`src/rdbp_pkg.sv`:
```
// Shared types, widths and constants for the random dither bit packer.
// Used by every module of the block; depends on nothing else.
package rdbp_pkg;

	localparam int CHANNEL_BITS = 8;
	localparam int FIELD_W = 8;
	localparam int CHAN_W = (CHANNEL_BITS < FIELD_W) ? CHANNEL_BITS : FIELD_W;
	localparam int SUM_W = CHAN_W + 2;
	localparam int COL_W = CHAN_W + 3;
	localparam int NOISE_W = 14;
	localparam int DARK_W = 12;
	localparam int SHADE_W = 11;
	localparam int GAIN_W = 14;
	localparam logic [GAIN_W-1:0] GAIN_K = 14'd10000;
	localparam int FIRST_SHIFT = 9;
	localparam int MID_SHIFT = 10;
	localparam int NS_W = NOISE_W + SHADE_W;
	localparam int DK_COL_W = DARK_W + COL_W;
	localparam int DK_SUM_W = DARK_W + COL_W + 1;
	localparam int LHS_W = NS_W + MID_SHIFT;
	localparam int RHS_W = DK_SUM_W + GAIN_W;
	localparam int CMP_W = (LHS_W > RHS_W) ? LHS_W : RHS_W;

	localparam int IDX_W = 3;
	localparam int CFG_DATA_W = 12;
	localparam logic [IDX_W-1:0] REG_RED_ON = 3'd0;
	localparam logic [IDX_W-1:0] REG_GREEN_ON = 3'd1;
	localparam logic [IDX_W-1:0] REG_BLUE_ON = 3'd2;
	localparam logic [IDX_W-1:0] REG_BLEND_ROWS = 3'd3;
	localparam logic [IDX_W-1:0] REG_DARKNESS = 3'd4;
	localparam logic [IDX_W-1:0] REG_FULL_SHADE = 3'd5;

	localparam int DEPTH = 4;
	localparam int PTR_W = 2;
	localparam int CNT_W = 3;

	typedef struct packed {
		logic red_on;
		logic green_on;
		logic blue_on;
		logic blend_rows;
		logic [DARK_W-1:0] darkness;
		logic [SHADE_W-1:0] full_shade;
	} cfg_t;

	typedef struct packed {
		logic [FIELD_W-1:0] red_top;
		logic [FIELD_W-1:0] green_top;
		logic [FIELD_W-1:0] blue_top;
		logic [FIELD_W-1:0] red_bottom;
		logic [FIELD_W-1:0] green_bottom;
		logic [FIELD_W-1:0] blue_bottom;
		logic [NOISE_W-1:0] noise_first;
		logic [NOISE_W-1:0] noise_mid;
		logic last_pixel;
	} pixel_t;

	typedef struct packed {
		logic first;
		logic mid;
		logic last;
	} dots_t;

	typedef struct packed {
		logic [7:0] packed_byte;
		logic last_byte;
	} result_t;

	typedef struct packed {
		logic [1:0] n;
		result_t r0;
		result_t r1;
	} push_t;

endpackage

```
`src/rdbp_cfg.sv`:
```
// Configuration registers of the random dither bit packer.
// Depends on rdbp_pkg for the register indexes and the cfg_t type.
module rdbp_cfg import rdbp_pkg::*; (
	input  logic clk,
	input  logic arst_n,
	input  logic wr_en,
	input  logic [IDX_W-1:0] wr_index,
	input  logic [CFG_DATA_W-1:0] wr_data,
	output cfg_t cfg
);

	cfg_t cfg_q;

	always_ff @(posedge clk or negedge arst_n) begin
		if (!arst_n) begin
			cfg_q.red_on <= 1'b1;
			cfg_q.green_on <= 1'b0;
			cfg_q.blue_on <= 1'b0;
			cfg_q.blend_rows <= 1'b0;
			cfg_q.darkness <= DARK_W'(256);
			cfg_q.full_shade <= SHADE_W'(765);
		end else if (wr_en) begin
			case (wr_index)
				REG_RED_ON: cfg_q.red_on <= wr_data[0];
				REG_GREEN_ON: cfg_q.green_on <= wr_data[0];
				REG_BLUE_ON: cfg_q.blue_on <= wr_data[0];
				REG_BLEND_ROWS: cfg_q.blend_rows <= wr_data[0];
				REG_DARKNESS: cfg_q.darkness <= wr_data[DARK_W-1:0];
				REG_FULL_SHADE: cfg_q.full_shade <= wr_data[SHADE_W-1:0];
				default: begin
				end
			endcase
		end
	end

	assign cfg = cfg_q;

endmodule

```
`src/rdbp_shade.sv`:
```
// Shade and threshold pipeline: input register, products, then the two dot compares.
// Depends on rdbp_pkg for pixel_t, cfg_t, dots_t and the arithmetic widths.
module rdbp_shade import rdbp_pkg::*; (
	input  logic clk,
	input  logic arst_n,
	input  logic adv,
	input  logic in_valid,
	input  pixel_t pix,
	input  cfg_t cfg,
	output logic dots_valid,
	output dots_t dots
);

	pixel_t pix_s1;
	logic valid_s1;

	logic [COL_W-1:0] prev_col_q;
	logic [NS_W-1:0] nf_ms_s2;
	logic [NS_W-1:0] nm_ms_s2;
	logic [DK_COL_W-1:0] dk_col_s2;
	logic [DK_SUM_W-1:0] dk_sum_s2;
	logic last_s2;
	logic valid_s2;

	dots_t dots_s3;
	logic valid_s3;

	logic [SUM_W-1:0] w_top;
	logic [SUM_W-1:0] w_bot;
	logic [COL_W-1:0] col;
	logic [COL_W:0] pair_sum;
	logic [CMP_W-1:0] lhs_first;
	logic [CMP_W-1:0] rhs_first;
	logic [CMP_W-1:0] lhs_mid;
	logic [CMP_W-1:0] rhs_mid;

	function automatic logic [SUM_W-1:0] weigh(input cfg_t c, input logic [FIELD_W-1:0] r,
			input logic [FIELD_W-1:0] g, input logic [FIELD_W-1:0] b);
		logic [SUM_W-1:0] acc;
		acc = '0;
		if (c.red_on) acc = acc + SUM_W'(r[CHAN_W-1:0]);
		if (c.green_on) acc = acc + SUM_W'(g[CHAN_W-1:0]);
		if (c.blue_on) acc = acc + SUM_W'(b[CHAN_W-1:0]);
		return acc;
	endfunction

	always_comb begin
		w_top = weigh(cfg, pix_s1.red_top, pix_s1.green_top, pix_s1.blue_top);
		w_bot = weigh(cfg, pix_s1.red_bottom, pix_s1.green_bottom, pix_s1.blue_bottom);
		col = cfg.blend_rows ? (COL_W'(w_top) + COL_W'(w_bot)) : {w_top, 1'b0};
		pair_sum = (COL_W + 1)'(prev_col_q) + (COL_W + 1)'(col);
	end

	always_comb begin
		lhs_first = CMP_W'({nf_ms_s2, {FIRST_SHIFT{1'b0}}});
		rhs_first = CMP_W'(dk_col_s2) * CMP_W'(GAIN_K);
		lhs_mid = CMP_W'({nm_ms_s2, {MID_SHIFT{1'b0}}});
		rhs_mid = CMP_W'(dk_sum_s2) * CMP_W'(GAIN_K);
	end

	always_ff @(posedge clk or negedge arst_n) begin
		if (!arst_n) begin
			valid_s1 <= 1'b0;
			valid_s2 <= 1'b0;
			valid_s3 <= 1'b0;
			prev_col_q <= '0;
		end else if (adv) begin
			valid_s1 <= in_valid;
			valid_s2 <= valid_s1;
			valid_s3 <= valid_s2;
			if (valid_s1) begin
				prev_col_q <= col;
			end
		end
	end

	always_ff @(posedge clk) begin
		if (adv) begin
			pix_s1 <= pix;
			nf_ms_s2 <= NS_W'(pix_s1.noise_first * cfg.full_shade);
			nm_ms_s2 <= NS_W'(pix_s1.noise_mid * cfg.full_shade);
			dk_col_s2 <= DK_COL_W'(cfg.darkness * col);
			dk_sum_s2 <= DK_SUM_W'(cfg.darkness * pair_sum);
			last_s2 <= pix_s1.last_pixel;
			dots_s3.first <= lhs_first < rhs_first;
			dots_s3.mid <= lhs_mid < rhs_mid;
			dots_s3.last <= last_s2;
		end
	end

	assign dots_valid = valid_s3;
	assign dots = dots_s3;

endmodule

```
`src/rdbp_pack.sv`:
```
// Dot packer: places each pixel's dots into the byte being built and emits bytes.
// Depends on rdbp_pkg for dots_t and push_t.
module rdbp_pack import rdbp_pkg::*; (
	input  logic clk,
	input  logic arst_n,
	input  logic fire,
	input  dots_t dots,
	output push_t push
);

	logic [1:0] slot_q;
	logic have_prev_q;
	logic [7:0] part_q;

	logic [1:0] prev_slot;
	logic [7:0] with_mid;
	logic [7:0] base;
	logic [7:0] with_first;
	logic flush_held;

	always_comb begin
		prev_slot = slot_q - 2'd1;
		with_mid = part_q;
		if (have_prev_q && dots.mid) begin
			with_mid[{~prev_slot, 1'b0}] = 1'b1;
		end
		flush_held = have_prev_q && (slot_q == 2'd0);
		base = flush_held ? 8'd0 : with_mid;
		with_first = base;
		if (dots.first) begin
			with_first[{~slot_q, 1'b1}] = 1'b1;
		end
	end

	always_comb begin
		push.n = 2'd0;
		push.r0.packed_byte = with_mid;
		push.r0.last_byte = 1'b0;
		push.r1.packed_byte = with_first;
		push.r1.last_byte = 1'b1;
		if (fire) begin
			if (flush_held) begin
				push.n = dots.last ? 2'd2 : 2'd1;
			end else if (dots.last) begin
				push.n = 2'd1;
				push.r0.packed_byte = with_first;
				push.r0.last_byte = 1'b1;
			end
		end
	end

	always_ff @(posedge clk or negedge arst_n) begin
		if (!arst_n) begin
			slot_q <= 2'd0;
			have_prev_q <= 1'b0;
			part_q <= 8'd0;
		end else if (fire) begin
			if (dots.last) begin
				slot_q <= 2'd0;
				have_prev_q <= 1'b0;
				part_q <= 8'd0;
			end else begin
				slot_q <= slot_q + 2'd1;
				have_prev_q <= 1'b1;
				part_q <= with_first;
			end
		end
	end

`ifndef SYNTHESIS
	a_fresh_row_empty: assert property (@(posedge clk) disable iff (!arst_n)
		!have_prev_q |-> (slot_q == 2'd0 && part_q == 8'd0))
		else $error("packer holds dots without a previous pixel");
	a_row_end_resets: assert property (@(posedge clk) disable iff (!arst_n)
		(fire && dots.last) |=> (!have_prev_q && slot_q == 2'd0))
		else $error("packer state not cleared after row end");
`endif

endmodule

```
`src/rdbp_fifo.sv`:
```
// Result queue: takes up to two bytes per cycle, hands out one per request.
// Depends on rdbp_pkg for result_t, push_t and the queue depth.
module rdbp_fifo import rdbp_pkg::*; (
	input  logic clk,
	input  logic arst_n,
	input  push_t push,
	input  logic out_ready,
	output logic out_valid,
	output result_t out_data,
	output logic [CNT_W-1:0] count
);

	result_t mem_q [DEPTH];
	logic [PTR_W-1:0] wr_ptr_q;
	logic [PTR_W-1:0] rd_ptr_q;
	logic [CNT_W-1:0] count_q;
	logic pop;

	assign out_valid = count_q != '0;
	assign pop = out_valid && out_ready;

	always_ff @(posedge clk) begin
		if (push.n != 2'd0) begin
			mem_q[wr_ptr_q] <= push.r0;
		end
		if (push.n == 2'd2) begin
			mem_q[wr_ptr_q + PTR_W'(1)] <= push.r1;
		end
	end

	always_ff @(posedge clk or negedge arst_n) begin
		if (!arst_n) begin
			wr_ptr_q <= '0;
			rd_ptr_q <= '0;
			count_q <= '0;
		end else begin
			wr_ptr_q <= wr_ptr_q + PTR_W'(push.n);
			if (pop) begin
				rd_ptr_q <= rd_ptr_q + PTR_W'(1);
			end
			count_q <= count_q + CNT_W'(push.n) - CNT_W'(pop);
		end
	end

	assign out_data = mem_q[rd_ptr_q];
	assign count = count_q;

`ifndef SYNTHESIS
	a_no_overflow: assert property (@(posedge clk) disable iff (!arst_n)
		(CNT_W + 1)'(count_q) + (CNT_W + 1)'(push.n) <= (CNT_W + 1)'(DEPTH))
		else $error("result queue overflow");
	a_count_step: assert property (@(posedge clk) disable iff (!arst_n)
		1'b1 |=> count_q == $past(count_q) + CNT_W'($past(push.n)) - CNT_W'($past(pop)))
		else $error("result queue count out of step");
`endif

endmodule

```
`src/random_dither_bit_packer.sv`:
```
// Random threshold dither and dot packer for one raster row of a printer plane.
// Input requests enter on the s_ channel, packed bytes leave on the m_ channel, and
// the six control registers are written over the cfg_ channel (always ready).
// s_tdata holds one pixel column with its two noise values; s_tlast marks the row's
// last pixel. Each pixel gives two dots, four pixels fill a byte, first dot in the MSB.
// m_tlast marks the final, possibly partly filled, byte of a row.
// Throughput is one pixel per cycle while s_tready is high: an input register, a
// product stage and a compare stage feed the packer, whose bytes pass through a
// four-entry result queue to m_tdata. A row end that also flushes a held full byte
// gives two bytes from one pixel, both buffered in that queue. s_tready falls only
// when that queue cannot take two more bytes, which happens when the receiver stalls;
// the pipeline then freezes and no data is lost.
// Reset clears the row state, the queue and the pipeline, and sets the registers to
// red only, no row blend, darkness 1.0 and full-scale shade 765.
// Configuration should be written only while no pixel is in flight.
module random_dither_bit_packer import rdbp_pkg::*; (
	input  logic clk,
	input  logic arst_n,
	input  logic s_tvalid,
	output logic s_tready,
	// red_top, green_top, blue_top, red_bottom, green_bottom, blue_bottom,
	// noise_first, noise_mid, then zero padding.
	input  logic [79:0] s_tdata,
	input  logic s_tlast,
	output logic m_tvalid,
	input  logic m_tready,
	// packed_byte.
	output logic [7:0] m_tdata,
	output logic m_tlast,
	input  logic cfg_valid,
	output logic cfg_ready,
	input  logic [IDX_W-1:0] cfg_index,
	input  logic [CFG_DATA_W-1:0] cfg_data
);

	cfg_t cfg;
	pixel_t pix;
	dots_t dots;
	logic dots_valid;
	logic adv;
	push_t push;
	result_t out_data;
	logic [CNT_W-1:0] fifo_count;

	assign cfg_ready = 1'b1;

	assign pix.red_top = s_tdata[7:0];
	assign pix.green_top = s_tdata[15:8];
	assign pix.blue_top = s_tdata[23:16];
	assign pix.red_bottom = s_tdata[31:24];
	assign pix.green_bottom = s_tdata[39:32];
	assign pix.blue_bottom = s_tdata[47:40];
	assign pix.noise_first = s_tdata[61:48];
	assign pix.noise_mid = s_tdata[75:62];
	assign pix.last_pixel = s_tlast;

	assign adv = !(dots_valid && (fifo_count > CNT_W'(DEPTH - 2)));
	assign s_tready = adv;

	rdbp_cfg u_cfg (
		.clk(clk),
		.arst_n(arst_n),
		.wr_en(cfg_valid && cfg_ready),
		.wr_index(cfg_index),
		.wr_data(cfg_data),
		.cfg(cfg)
	);

	rdbp_shade u_shade (
		.clk(clk),
		.arst_n(arst_n),
		.adv(adv),
		.in_valid(s_tvalid && s_tready),
		.pix(pix),
		.cfg(cfg),
		.dots_valid(dots_valid),
		.dots(dots)
	);

	rdbp_pack u_pack (
		.clk(clk),
		.arst_n(arst_n),
		.fire(dots_valid && adv),
		.dots(dots),
		.push(push)
	);

	rdbp_fifo u_fifo (
		.clk(clk),
		.arst_n(arst_n),
		.push(push),
		.out_ready(m_tready),
		.out_valid(m_tvalid),
		.out_data(out_data),
		.count(fifo_count)
	);

	assign m_tdata = out_data.packed_byte;
	assign m_tlast = out_data.last_byte;

endmodule
```
`config.mk`:
```
export PLATFORM = sky130hd
export DESIGN_NAME = random_dither_bit_packer
export DESIGN_NICKNAME = d
export VERILOG_FILES = /design/src/rdbp_pkg.sv /design/src/rdbp_cfg.sv /design/src/rdbp_shade.sv /design/src/rdbp_pack.sv /design/src/rdbp_fifo.sv /design/src/random_dither_bit_packer.sv
export SDC_FILE = /design/constraint.sdc
export NUM_CORES = 2
export LEC_CHECK = 0
export BUFFER_PORTS_ARGS = -buffer_cell sky130_fd_sc_hd__buf_2
export CAP_MARGIN = 30
export CORE_MARGIN = 2
export CORE_UTILIZATION = 50
export DETAILED_ROUTE_END_ITERATION = 10
export GPL_ROUTABILITY_DRIVEN = 1
export PLACE_DENSITY = 0.71
export SYNTH_ARGS = -nofsm -noshare
export SYNTH_HDL_FRONTEND = slang
export SYNTH_SLANG_ARGS = --single-unit
```
`constraint.sdc`:
```
create_clock -name clk -period 15.7 [get_ports clk]
set_clock_uncertainty 0.15 [all_clocks]
set_input_delay 3.14 -clock clk [delete_from_list [all_inputs] [get_ports clk]]
set_output_delay 3.14 -clock clk [all_outputs]
set_load 0.05 [all_outputs]
```
==> impl_results.md <==
* Routed vias/inst at 5.235
* First drt pass iteration count at 7
* Area Overhead vs Synth at 7.020%
* Final-layout fill cell count at 7068
* Final setup vio count at 0
* Count of port buffers added during placement at 107
* H-tree levels at 2
* Cell Area, Synth at 39490 um2
* Total Wirelength at 81130 um
* WP buf/inv at 6
* GR Util met3 at 0.02336
* Compound-Gate Fraction of Synth Area at 0.07930
* WP data arrival at 12260 ps
* CTS max path bufs at 3
* Mux cell area share after synthesis at 0.02015
* TNS Setup at 0 ps
* Tcrit/Tclk final at 0.7719
* Slew HR at 0.3073
* Hold EP: u_shade.last_s2
* Final Hold Vio Count at 0
* Setup crit start kind: flip-flop
* Type of element capturing the critical path: flip-flop
* Initial antenna violation count at 1
* Met2 Use GR at 0.3698
* First-pass GRT wire length at 140000 um
* # DRC at 0
* Synth top area share at 0.2661
* Synth Warn # at 0
* Largest net degree at the start of global routing at 72
* Setup CP Type: reg -> reg
* Post-synth EDFFs at 210
* Post-Synth Adder-Cell Area at 0.4415
* Worst Path Required at 15840 ps
* Final worst slack at 3581 ps
* CTS Hold Bufs at 0
* Worst Tran Pin Value at 1032 ps
* Min-Delay Startpoint: u_shade.pix_s1[0]
* Iteration-0 DRC count of the detailed router at 1369
* Die ar. at 81250 um2
* R2R depth at 42
* R2R Path End: u_shade.dk_sum_s2[22]
* N_diodes at 0
* TritonCTS clock tree: yes
* Post-DR wirelength/cell at 15.47 um
* Vias in the first global route at 29070
* IO Count at 113
* Post-CTS setup buffer count at 0
* Die Height at 285.1 um
* Max Slew Vio Count at 0
* Total Routing Usage GR at 0.2085
* Hold path depth at 0
* Worst min path class: reg -> reg
* Post-synth top area cell: fa_1
* RSZ-0062 raised after global routing: no
* Post-synthesis net count at 5303
* CP max-delay cell: nor3b_1
* Simple logic cell fraction of the synthesized area at 0.1252
* Routability Congestion at 0.8464
* Maxcap violations at 0
* Gr ovfl total at 0
* Core Box Area at 78610 um2
* Syn Inst Count at 4126
* Outcome: complete, no violations
* DIE WIDTH at 285.1 um
* Final Net Count at 5345
* Clock insertion delay at the later pin of the skew report at 560 ps
* Detailed Place HPWL at 64080 um
* Fmax at 0.08252 GHz
* Placed insts at 5180
* Synth Area in XOR/XNOR at 0.03526
* Met1 Use GR at 0.2648
* Seq cells post-synth at 273
* Syn Area/Cell at 9.572 um2
* Dpl ws at 3670 ps
* Num rows at 103
* Busiest grt layer: met2
* Clk slew on worst S/H paths at 60 ps
* Largest family of logic cells by synthesized area: adder cells
* CP top delay family: adder cells
* Synth area leaders: fa_1, ha_1, edfxtp_1, inv_1, nand2_1
* Starting density of the core at 0.5024
* Critical path fanouts, max at 18
* Ys async rst share at 0.2161
* DR vias at 27450
* Detail Route Antenna Nets at 0
* Synth Flop Type: edfxtp_1
* Post-synthesis cell type count at 74
* Clock root cell: clkbuf_16
* FF-to-FF Start: u_cfg.cfg[26]
* Post_cts resized at 0
* Worst R2R Setup Slack at 3580 ps
* Cts bufs inserted at 35
* Post-synthesis sequential area ratio at 0.1994
* Final min period at 12120 ps
* Clock sinks at 273
* Fin cells at 5244
* Share of post-route cells with drive strength above 1 at 0.06724
* CP peak stage delay at 790 ps
flip-flops by register name, summed over array words and instances, names as in the netlist, 11 cells and up:
signal,count
u_cfg.cfg,27
u_fifo.mem_q,36
u_shade.dk_col_s2,23
u_shade.dk_sum_s2,24
u_shade.nf_ms_s2,25
u_shade.nm_ms_s2,25
u_shade.pix_s1,77
u_shade.prev_col_q,11
how the worst max path moves through the flow:
stage	startpoint	endpoint	cells past startpoint
floorplan	u_cfg.cfg[26]	u_shade.dk_sum_s2[22]	44
global placement	u_cfg.cfg[26]	u_shade.dk_sum_s2[22]	43
detailed placement	u_cfg.cfg[26]	u_shade.dk_sum_s2[22]	43
finish	u_cfg.cfg[26]	u_shade.dk_sum_s2[22]	42
global route	u_cfg.cfg[26]	u_shade.dk_sum_s2[22]	43
CTS	u_cfg.cfg[26]	u_shade.dk_sum_s2[22]	43
final cells by class:
cell class | count | area, um2 | area share
inverter | 909 | 3412 | 0.08073
clock buffer | 45 | 997.2 | 0.02359
multi-input combinational | 2812 | 27720 | 0.6557
clock inverter | 18 | 157.7 | 0.003730
timing repair buffer | 137 | 795.8 | 0.01883
tap | 1050 | 1314 | 0.03108
sequential | 273 | 7875 | 0.1863
cells by family after synthesis:
kind of cell | count (synthesis)
adder cells (fa/ha/maj) | 1079
AO/OA/AOI/OAI | 492
flip-flops | 273
multiplexers | 62
AND/OR/NAND/NOR | 1019
XOR/XNOR | 159
other | 1
buffers and inverters | 1041
cell usage in the layout (no fill, tap or decap), types with 9 or more instances in the layout:
cell	Yosys	final
a21boi_0	13	13
a21o_1	70	70
a21oi_1	152	152
a31oi_1	15	15
and2_1	235	235
and3_1	28	28
buf_2	4	109
buf_4	1	26
clkbuf_16	0	38
dfrtp_1	49	49
dfstp_2	10	10
edfxtp_1	210	210
fa_1	525	525
ha_1	551	551
inv_1	909	909
mux2_2	50	50
mux4_2	9	9
nand2_1	447	447
nand2b_1	33	32
nand3_1	26	26
nand3b_1	10	10
nand4_1	12	12
nor2_1	117	117
nor2b_1	35	35
nor3_1	30	30
nor3b_1	14	13
o211ai_1	11	11
o21a_1	26	26
o21ai_0	89	89
o21bai_1	22	22
o22ai_1	16	16
o31ai_1	16	16
or2_2	11	11
or3_1	12	12
xnor2_1	109	109
xor2_1	50	50
routing by layer:
metal,up-vias,share of wire
met2,541,0.50
met1,13610,0.43
li1,13160,-
met4,0,0.032
met3,140,0.038
met5,-,0
synth_stat cells, types with 22 or more instances:
library cell,count
o21ai_0,89
nor2b_1,35
nor3_1,30
dfrtp_1,49
edfxtp_1,210
fa_1,525
inv_1,909
nand2b_1,33
mux2_2,50
and2_1,235
ha_1,551
xnor2_1,109
nand2_1,447
o21bai_1,22
clkbuf_1,122
nand3_1,26
xor2_1,50
o21a_1,26
a21oi_1,152
nor2_1,117
and3_1,28
a21o_1,70
stage by stage:
step / utilization / hold slack, ps / instance area [um2]
after global routing: 0.5377 / 278.6 / 42270
after global placement: 0.5220 / 253.2 / 41040
final: 0.5377 / 267.6 / 42270
after CTS: 0.5373 / 269.6 / 42240
after floorplan: - / 250.3 / 39490
after detailed placement: 0.5226 / 255.2 / 41080
Power is not shown: default switching activity piles up to over one toggle a cycle in this logic, so the estimate is an artifact.
